[src/rtl/core/brb_pkg.sv]
// Shared types and constants for the byte ring buffer pool.
// Used by every module of the block but brb_ram; depends on nothing.
package brb_pkg;

  // Default geometry of the pool
  localparam int BUFFER_BYTES_DEF = 4096;
  localparam int BUFFER_COUNT_DEF = 8;

  // Depth of the command and result queues
  localparam int QUEUE_DEPTH = 2;

  // Fixed field widths
  localparam int CMD_W  = 3;
  localparam int ID_W   = 3;
  localparam int BYTE_W = 8;
  localparam int LEN_W  = 13;

  // Command codes on the input port
  typedef enum logic [CMD_W-1:0] {
    CMD_ALLOC   = 3'd0,
    CMD_FREE    = 3'd1,
    CMD_WRITE   = 3'd2,
    CMD_READ    = 3'd3,
    CMD_DISCARD = 3'd4
  } cmd_t;

  // Classified operation handed from front to back
  typedef enum logic [2:0] {
    OP_ALLOC,
    OP_FREE,
    OP_WRITE,
    OP_READ,
    OP_DISCARD,
    OP_STATUS,  // unknown command on a valid buffer: report only
    OP_NULL     // buffer id out of range: all-zero result
  } op_kind_t;

  typedef struct packed {
    op_kind_t            kind;
    logic [ID_W-1:0]     id;
    logic [BYTE_W-1:0]   data;
    logic [LEN_W-1:0]    len;
  } op_t;

  typedef struct packed {
    logic                ok;
    logic [ID_W-1:0]     granted_id;
    logic [BYTE_W-1:0]   read_byte;
    logic [LEN_W-1:0]    dropped_count;
    logic [LEN_W-1:0]    used_bytes;
    logic [LEN_W-1:0]    space_bytes;
  } res_t;

endpackage

[src/rtl/core/brb_fifo.sv]
// Small flop-based queue used between front and back and on the result side.
// Depends on brb_pkg for the default depth.
module brb_fifo #(
  parameter int WIDTH = 8,
  parameter int DEPTH = brb_pkg::QUEUE_DEPTH
) (
  input  logic             clk,
  input  logic             rst,
  input  logic             push,
  input  logic [WIDTH-1:0] wdata,
  output logic             full,
  input  logic             pop,
  output logic [WIDTH-1:0] rdata,
  output logic             empty
);

  localparam int PW = (DEPTH > 1) ? $clog2(DEPTH) : 1;
  localparam int CW = $clog2(DEPTH + 1);

  logic [WIDTH-1:0] slots [DEPTH];
  logic [PW-1:0]    wr_ptr;
  logic [PW-1:0]    rd_ptr;
  logic [CW-1:0]    count;
  logic             do_push;
  logic             do_pop;

  assign full    = (count == CW'(DEPTH));
  assign empty   = (count == '0);
  assign do_push = push && !full;
  assign do_pop  = pop && !empty;
  assign rdata   = slots[rd_ptr];

  // Storage
  always_ff @(posedge clk) begin
    if (do_push) begin
      slots[wr_ptr] <= wdata;
    end
  end

  // Pointers and occupancy
  always_ff @(posedge clk) begin
    if (rst) begin
      wr_ptr <= '0;
      rd_ptr <= '0;
      count  <= '0;
    end else begin
      if (do_push) begin
        wr_ptr <= (wr_ptr == PW'(DEPTH - 1)) ? '0 : wr_ptr + PW'(1);
      end
      if (do_pop) begin
        rd_ptr <= (rd_ptr == PW'(DEPTH - 1)) ? '0 : rd_ptr + PW'(1);
      end
      unique case ({do_push, do_pop})
        2'b10:   count <= count + CW'(1);
        2'b01:   count <= count - CW'(1);
        default: count <= count;
      endcase
    end
  end

endmodule

[src/rtl/core/brb_front.sv]
// Front end: accepts commands, classifies them and queues them for the back end.
// Depends on brb_pkg and brb_fifo.
module brb_front #(
  parameter int BUFFER_COUNT = brb_pkg::BUFFER_COUNT_DEF
) (
  input  logic                        clk,
  input  logic                        rst,
  input  logic                        push,
  output logic                        full,
  input  logic [brb_pkg::CMD_W-1:0]   command,
  input  logic [brb_pkg::ID_W-1:0]    buffer_id,
  input  logic [brb_pkg::BYTE_W-1:0]  data_byte,
  input  logic [brb_pkg::LEN_W-1:0]   discard_length,
  output logic                        op_valid,
  output brb_pkg::op_t                op,
  input  logic                        op_take
);

  brb_pkg::op_t op_in;
  logic         in_range;
  logic         op_empty;

  assign in_range = (32'(buffer_id) < 32'(BUFFER_COUNT));

  // Classify the command
  always_comb begin
    op_in.id   = buffer_id;
    op_in.data = data_byte;
    op_in.len  = discard_length;
    priority if (command == brb_pkg::CMD_ALLOC) begin
      op_in.kind = brb_pkg::OP_ALLOC;
    end else if (!in_range) begin
      op_in.kind = brb_pkg::OP_NULL;
    end else begin
      unique case (command)
        brb_pkg::CMD_FREE:    op_in.kind = brb_pkg::OP_FREE;
        brb_pkg::CMD_WRITE:   op_in.kind = brb_pkg::OP_WRITE;
        brb_pkg::CMD_READ:    op_in.kind = brb_pkg::OP_READ;
        brb_pkg::CMD_DISCARD: op_in.kind = brb_pkg::OP_DISCARD;
        default:              op_in.kind = brb_pkg::OP_STATUS;
      endcase
    end
  end

  // Command queue toward the back end
  brb_fifo #(
    .WIDTH ($bits(brb_pkg::op_t)),
    .DEPTH (brb_pkg::QUEUE_DEPTH)
  ) u_cmd_q (
    .clk   (clk),
    .rst   (rst),
    .push  (push),
    .wdata (op_in),
    .full  (full),
    .pop   (op_take),
    .rdata (op),
    .empty (op_empty)
  );

  assign op_valid = !op_empty;

endmodule

[config.mk]
export PLATFORM = sky130hd
export DESIGN_NAME = brb_front
export DESIGN_NICKNAME = d
export VERILOG_FILES = /design/src/rtl/core/brb_pkg.sv /design/src/rtl/core/brb_fifo.sv /design/src/rtl/core/brb_front.sv
export SDC_FILE = /design/constraint.sdc
export NUM_CORES = 1
export LEC_CHECK = 0
export BUFFER_PORTS_ARGS = -buffer_cell sky130_fd_sc_hd__buf_2
export CORE_ASPECT_RATIO = 0.5
export CORE_MARGIN = 4
export CORE_UTILIZATION = 50
export CTS_CLUSTER_DIAMETER = 100
export CTS_CLUSTER_SIZE = 8
export DETAILED_ROUTE_END_ITERATION = 6
export PLACE_DENSITY = 0.81
export SLEW_MARGIN = 20
export SYNTH_ARGS = -nofsm -noshare
export SYNTH_HDL_FRONTEND = slang
export SYNTH_SLANG_ARGS = --single-unit
[constraint.sdc]
create_clock -name clk -period 2.1 [get_ports clk]
set_input_delay 0.21 -clock clk [delete_from_list [all_inputs] [get_ports clk]]
set_output_delay 0.21 -clock clk [all_outputs]
set_load 0.005 [all_outputs]
Word level (Yosys, flattened, before mapping)
Memories as Yosys holds them, arrays and structs flattened. A register that Yosys moved wholly into a read port is not among the register bits. Cells that the tools add are included.

Add/subtract/negate cells: 4. Equal/unequal tests: 7. Multiplexer cells: 9. Reductions and logical operators: 7.

Operators with widths (count): $pmux W3 S4 (1); $eq A3 B2 Y1 const B (2); $mux W1 (6); $eq A2 B2 Y1 const B (2); $pmux W2 S2 (1); $eq A3 B1 Y1 const B (1); $eq A3 B3 Y1 const B (1); $logic_not A3 Y1 (1); $mux W3 (1); $add A1 B1 Y1 const B (2); $add A2 B1 Y2 const B (1); $eq A2 B1 Y1 const B (1); $logic_and A1 B1 Y1 (2); $logic_not A1 Y1 (2); $logic_not A2 Y1 (1); $reduce_bool A2 Y1 (1); $sub A2 B1 Y2 const B (1).

Register bits: 4. Bits in writable memories: 54. Logic and storage cells: 31. Memories kept: 1.

Memory list: u_cmd_q.slots (depth 2, bits a word 27, read ports 1, clocked after Yosys merged registers in 1, write ports 1, line brb_fifo.sv:20) `logic [WIDTH-1:0] slots [DEPTH];`.

Logic depth before layout (Yosys ltp)
Word-level depth: 5. Mapped depth: 6.

Modules after synthesis
A second synthesis with hierarchy kept.

Cell total of the unflattened synthesis: 114. Area total of the unflattened synthesis: 2185.8 µm².

By module, submodules not included: brb_fifo (instances 1, cells an instance 110, area each 2164.6 µm², sequential area each 1721.7 µm²); brb_front (instances 1, cells an instance 4, area each 21.3 µm², sequential area each 0.0 µm²).

Worst setup path after synthesis
OpenSTA, ideal clock, no wires.

Path type: register -> register. Start: register u_cmd_q.count[0]. End: memory u_cmd_q.slots[0][0] in the netlist's numbering (enable). Arrival time: 1.441 ns. Data required time: 1.718 ns. Setup slack: 0.277 ns. Cell stages (with the launch flop): 5. Path buffers: 0. Cell sequence: dfxtp_1 -> nand2b_2 -> inv_2 -> or3_1 -> inv_1.

Cells in the longest elaborated chain, start to end: 5.

Ends and longest elaborated chain: start: declaration (line brb_fifo.sv:23) `logic [CW-1:0] count;`; start signal: assignment (line brb_fifo.sv:54) `2'b10: count <= count + CW'(1);`; start signal: assignment (line brb_fifo.sv:55) `2'b01: count <= count - CW'(1);`; start signal: assignment (line brb_fifo.sv:56) `default: count <= count;`; $eq A2 B2 Y1 (line brb_fifo.sv:27) `assign full = (count == CW'(DEPTH));`; via full (line brb_front.sv:9) `output logic full,`; $logic_not A1 Y1 (line brb_fifo.sv:29) `assign do_push = push && !full;`; $logic_and A1 B1 Y1 (line brb_fifo.sv:29); $mux W1 (line brb_fifo.sv:35) `if (do_push) begin`; $mux W1 (implied by the code) (line brb_fifo.sv:36) `slots[wr_ptr] <= wdata;`; end: declaration (line brb_fifo.sv:20).

The timed path passes the listed nets, and every way through them passes these cells.

==> summary.md <==
| Metric | Value |
|---|---|
| Reg area | `roughly 1700 µm²` |
| Initial Utilization | `0.540` |
| Vert. Die Dim | `roughly 55 µm` |
| Placed Cells incl. Taps | `roughly 230` |
| CP endpoint kind | `output pin` |
| Hold buffers post-CTS | `0` |
| H-tree depth | `3` |
| ANT nets after route | `0` |
| DR pass1 iterations | `4` |
| Yosys reg bits | `between 50 and 60` |
| Number of global-route vias before repair | `1212` |
| Clk sink count | `roughly 60` |
| Residual DRC | `0` |
| Net Count, Synth | `between 100 and 150` |
| Die area | `5560 µm²` |
| # nets final | `214` |
| Post-synth top area share | `0.742` |
| Multi-input logic area | `approximately 430 µm²` |
| Period minus WS final | `approximately 1.8 ns` |
| Routed WL | `~3500 µm` |
| Setup TNS | `0 ns` |
| Layout cells sized above 1 | `0.545` |
| LEAKAGE | `about 0.0011 µW` |
| Critical path cell sequence | `buf_12, mux2_2, buf_2` |
| Buffers & Inverters on Critical Path | `2` |
| Initial antenna violation count | `0` |
| Cell row count | `16` |
| DP HPWL | `approximately 2400 µm` |
| Design area | `about 2700 µm²` |
| Area leader, netlist | `edfxtp_1` |
| Final Skew | `around 0.006 ns` |
| Pre-CTS setup slack | `roughly 0.43 ns` |
| Clock Latency Late Sink | `about 0.33 ns` |
| Count of final setup violators | `0` |
| Post-Syn Instances | `around 110` |
| Critical Path Stages | `3` |
| Post-Synthesis Cell Area | `~2200 µm²` |
| Req. time, crit path | `roughly 1.9 ns` |
| Achievable frequency | `548 MHz` |
| Worst-path clk slew | `roughly 0.06 ns` |
| N_diodes | `0` |
| Post_cts resized | `0` |
| CTS tree | `built` |
| Top cells by area, synth | `edfxtp_1 74%, mux2_2 14%, dfxtp_1 4.6%, xnor2_1 0.80%, buf_2 0.69%` |
| Worst setup path end | `op[17]` |
| Post-CTS Repair Setup Buffers | `0` |
| Vias | `~1200` |
| DIE WIDTH | `roughly 100 µm` |
| Mapped Avg Cell Area | `roughly 19 µm²` |
| Worst slew margin | `0.707` |
| R2R cell count | `5` |
| Met1 wire length | `about 1300 µm` |
| Slew Limit Fails | `0` |
| DR WL met3 | `~270 µm` |
| MaxCap Viol Count | `0` |
| Final-report hold violation count | `0` |
| Top layer in use | `met4` |
| Power Dens Cells | `around 1200 nW/µm²` |
| Ports | `60` |
| Arr. time, crit path | `about 1.6 ns` |
| Buffers added on ports | `59` |
| Pwr Total | `approximately 3200 µW` |
| Core area | `4040 µm²` |
| Met2 WL | `approximately 1900 µm` |
| Family with the most delay on the worst path | `flip-flops` |
| Gr ovfl total | `0` |
| Post-synth cell types | `21` |
| Register area share after synthesis | `0.788` |
| Maximum VDD drop | `between 500 and 600 µV` |
| Crit Reg-Reg Startpoint | `u_cmd_q.count[0]` |
| Status | `finished, final reports clean` |
| Cts bufs inserted | `9` |
| Setup ws final | `around 0.27 ns` |
| Crit path largest cell delay | `between 0.5 and 0.6 ns` |
| Unrepaired setup endpoints after global routing | `false` |
| CP Launch Type | `flop` |
| Drt wl/cell | `between 10 and 15 µm` |
| CTS root buf | `clkbuf_8` |
| Area after DPL | `around 2600 µm²` |
| Synth-to-Final Area Change | `25.3%` |
| Flop2flop setup slack | `approximately 0.42 ns` |
| Worst R2R End | `u_cmd_q.slots[0][25]` |
| Worst Hold Class | `in2reg` |
| Fillers | `between 200 and 300` |
| Via/cell ratio | `around 4.8` |
| CP max FO | `19` |
| First-pass GRT wire length | `roughly 5400 µm` |
| Ys Warns | `0` |
| Layout Cells excl Fill | `around 240` |
| Slowest-stage cell, CP | `dfxtp_1` |
| Final RePlAce weighted congestion | `~0.71` |
| DR iter-0 viols | `roughly 50` |
| Worst slew pin tran | `roughly 0.44 ns` |
| Largest net degree at the start of global routing | `28` |
| Clk buf depth | `2` |
| Period utilization | `0.870` |
| Tot GR Track Use | `0.143` |
| Setup Crit Path Kind | `reg2out` |
[worst min path at each step]
stage | from | to | cells after the start
finish | discard_length[6] | u_cmd_q.slots[0][6] | 1
global route | discard_length[11] | u_cmd_q.slots[0][11] | 1
floorplan | rst | u_cmd_q.count[1] | 1
CTS | discard_length[6] | u_cmd_q.slots[0][6] | 1
global placement | discard_length[8] | u_cmd_q.slots[1][8] | 1
detailed placement | data_byte[2] | u_cmd_q.slots[0][15] | 1
[final cells by class]
| cell class | count | area share |
|---|---|---|
| sequential | 59 | 0.629 |
| timing repair buffer | 62 | 0.125 |
| clock buffer | 16 | 0.0585 |
| multi-input combinational | 47 | 0.158 |
| inverter | 3 | 0.00412 |
| tap | 54 | 0.0247 |
[synthesized netlist by cell type]
master,n
inv_1,2
nor2_1,3
mux2_2,27
and3_1,1
clkbuf_1,1
nor2b_1,1
a21o_1,1
or3_1,2
inv_2,1
xnor2_1,2
nand2b_2,1
or2_2,1
o21a_1,1
ha_1,1
dfxtp_1,5
o21ai_0,2
buf_2,3
xor2_1,1
a21oi_1,2
edfxtp_1,54
nand2_1,1
[placed cells by master (no fill, tap or decap), drive strengths merged]
master and n:
nand2b 1, or2 1, or3 2, buf 62, nand2 1, clkbuf 16, nor2 3, inv 3
and3 1, a21o 1, mux2 27, o21a 1, ha 1, o21ai 2, xor2 1, dfxtp 5
a21oi 2, xnor2 2, nor2b 1, edfxtp 54
[per-layer routing]
layer  vias to the layer above  track usage
met4                         0       0.0530
met5                         -            0
li1                        570            -
met2                        27        0.250
met1                       554        0.133
met3                         4        0.106
[registers in the layout, summed over array words and instances, names as in the netlist, named ones only]
name and count:
u_cmd_q.wr_ptr 1, u_cmd_q.rd_ptr 1, u_cmd_q.count 2, u_cmd_q.slots 54
[where the power goes]
group,internal (µW),switching (µW)
sequential,1490,81.5
clock,463,370
combinational,456,362
total,2410,813
[worst reg2reg max path: cells and delay by family (launching register included)]
kind	cells	cell delay (ns)
and+or+nand+nor	2	0.49
buffers and inverters	3	0.43
DFF	1	0.40
[per-stage QoR]
stage                     utilization  hold WS [ns]
final                           0.677        0.0693
after global routing            0.677        0.0302
after CTS                       0.677        0.0431
after detailed placement        0.637         0.402
after global placement          0.637         0.400
after floorplan                     -         0.279
[cells by family (layout without fill, tap and decap cells)]
logic type	after synthesis	count (layout)	synth area share
fa+ha+maj	1	1	0.00573
mux	27	27	0.139
compound gates	6	6	0.0160
simple gates	10	10	0.0252
buf+inv	7	81	0.0137
flops	59	59	0.788
xor+xnor	3	3	0.0120
No activity file was read; power rests on OpenSTA's default activity.
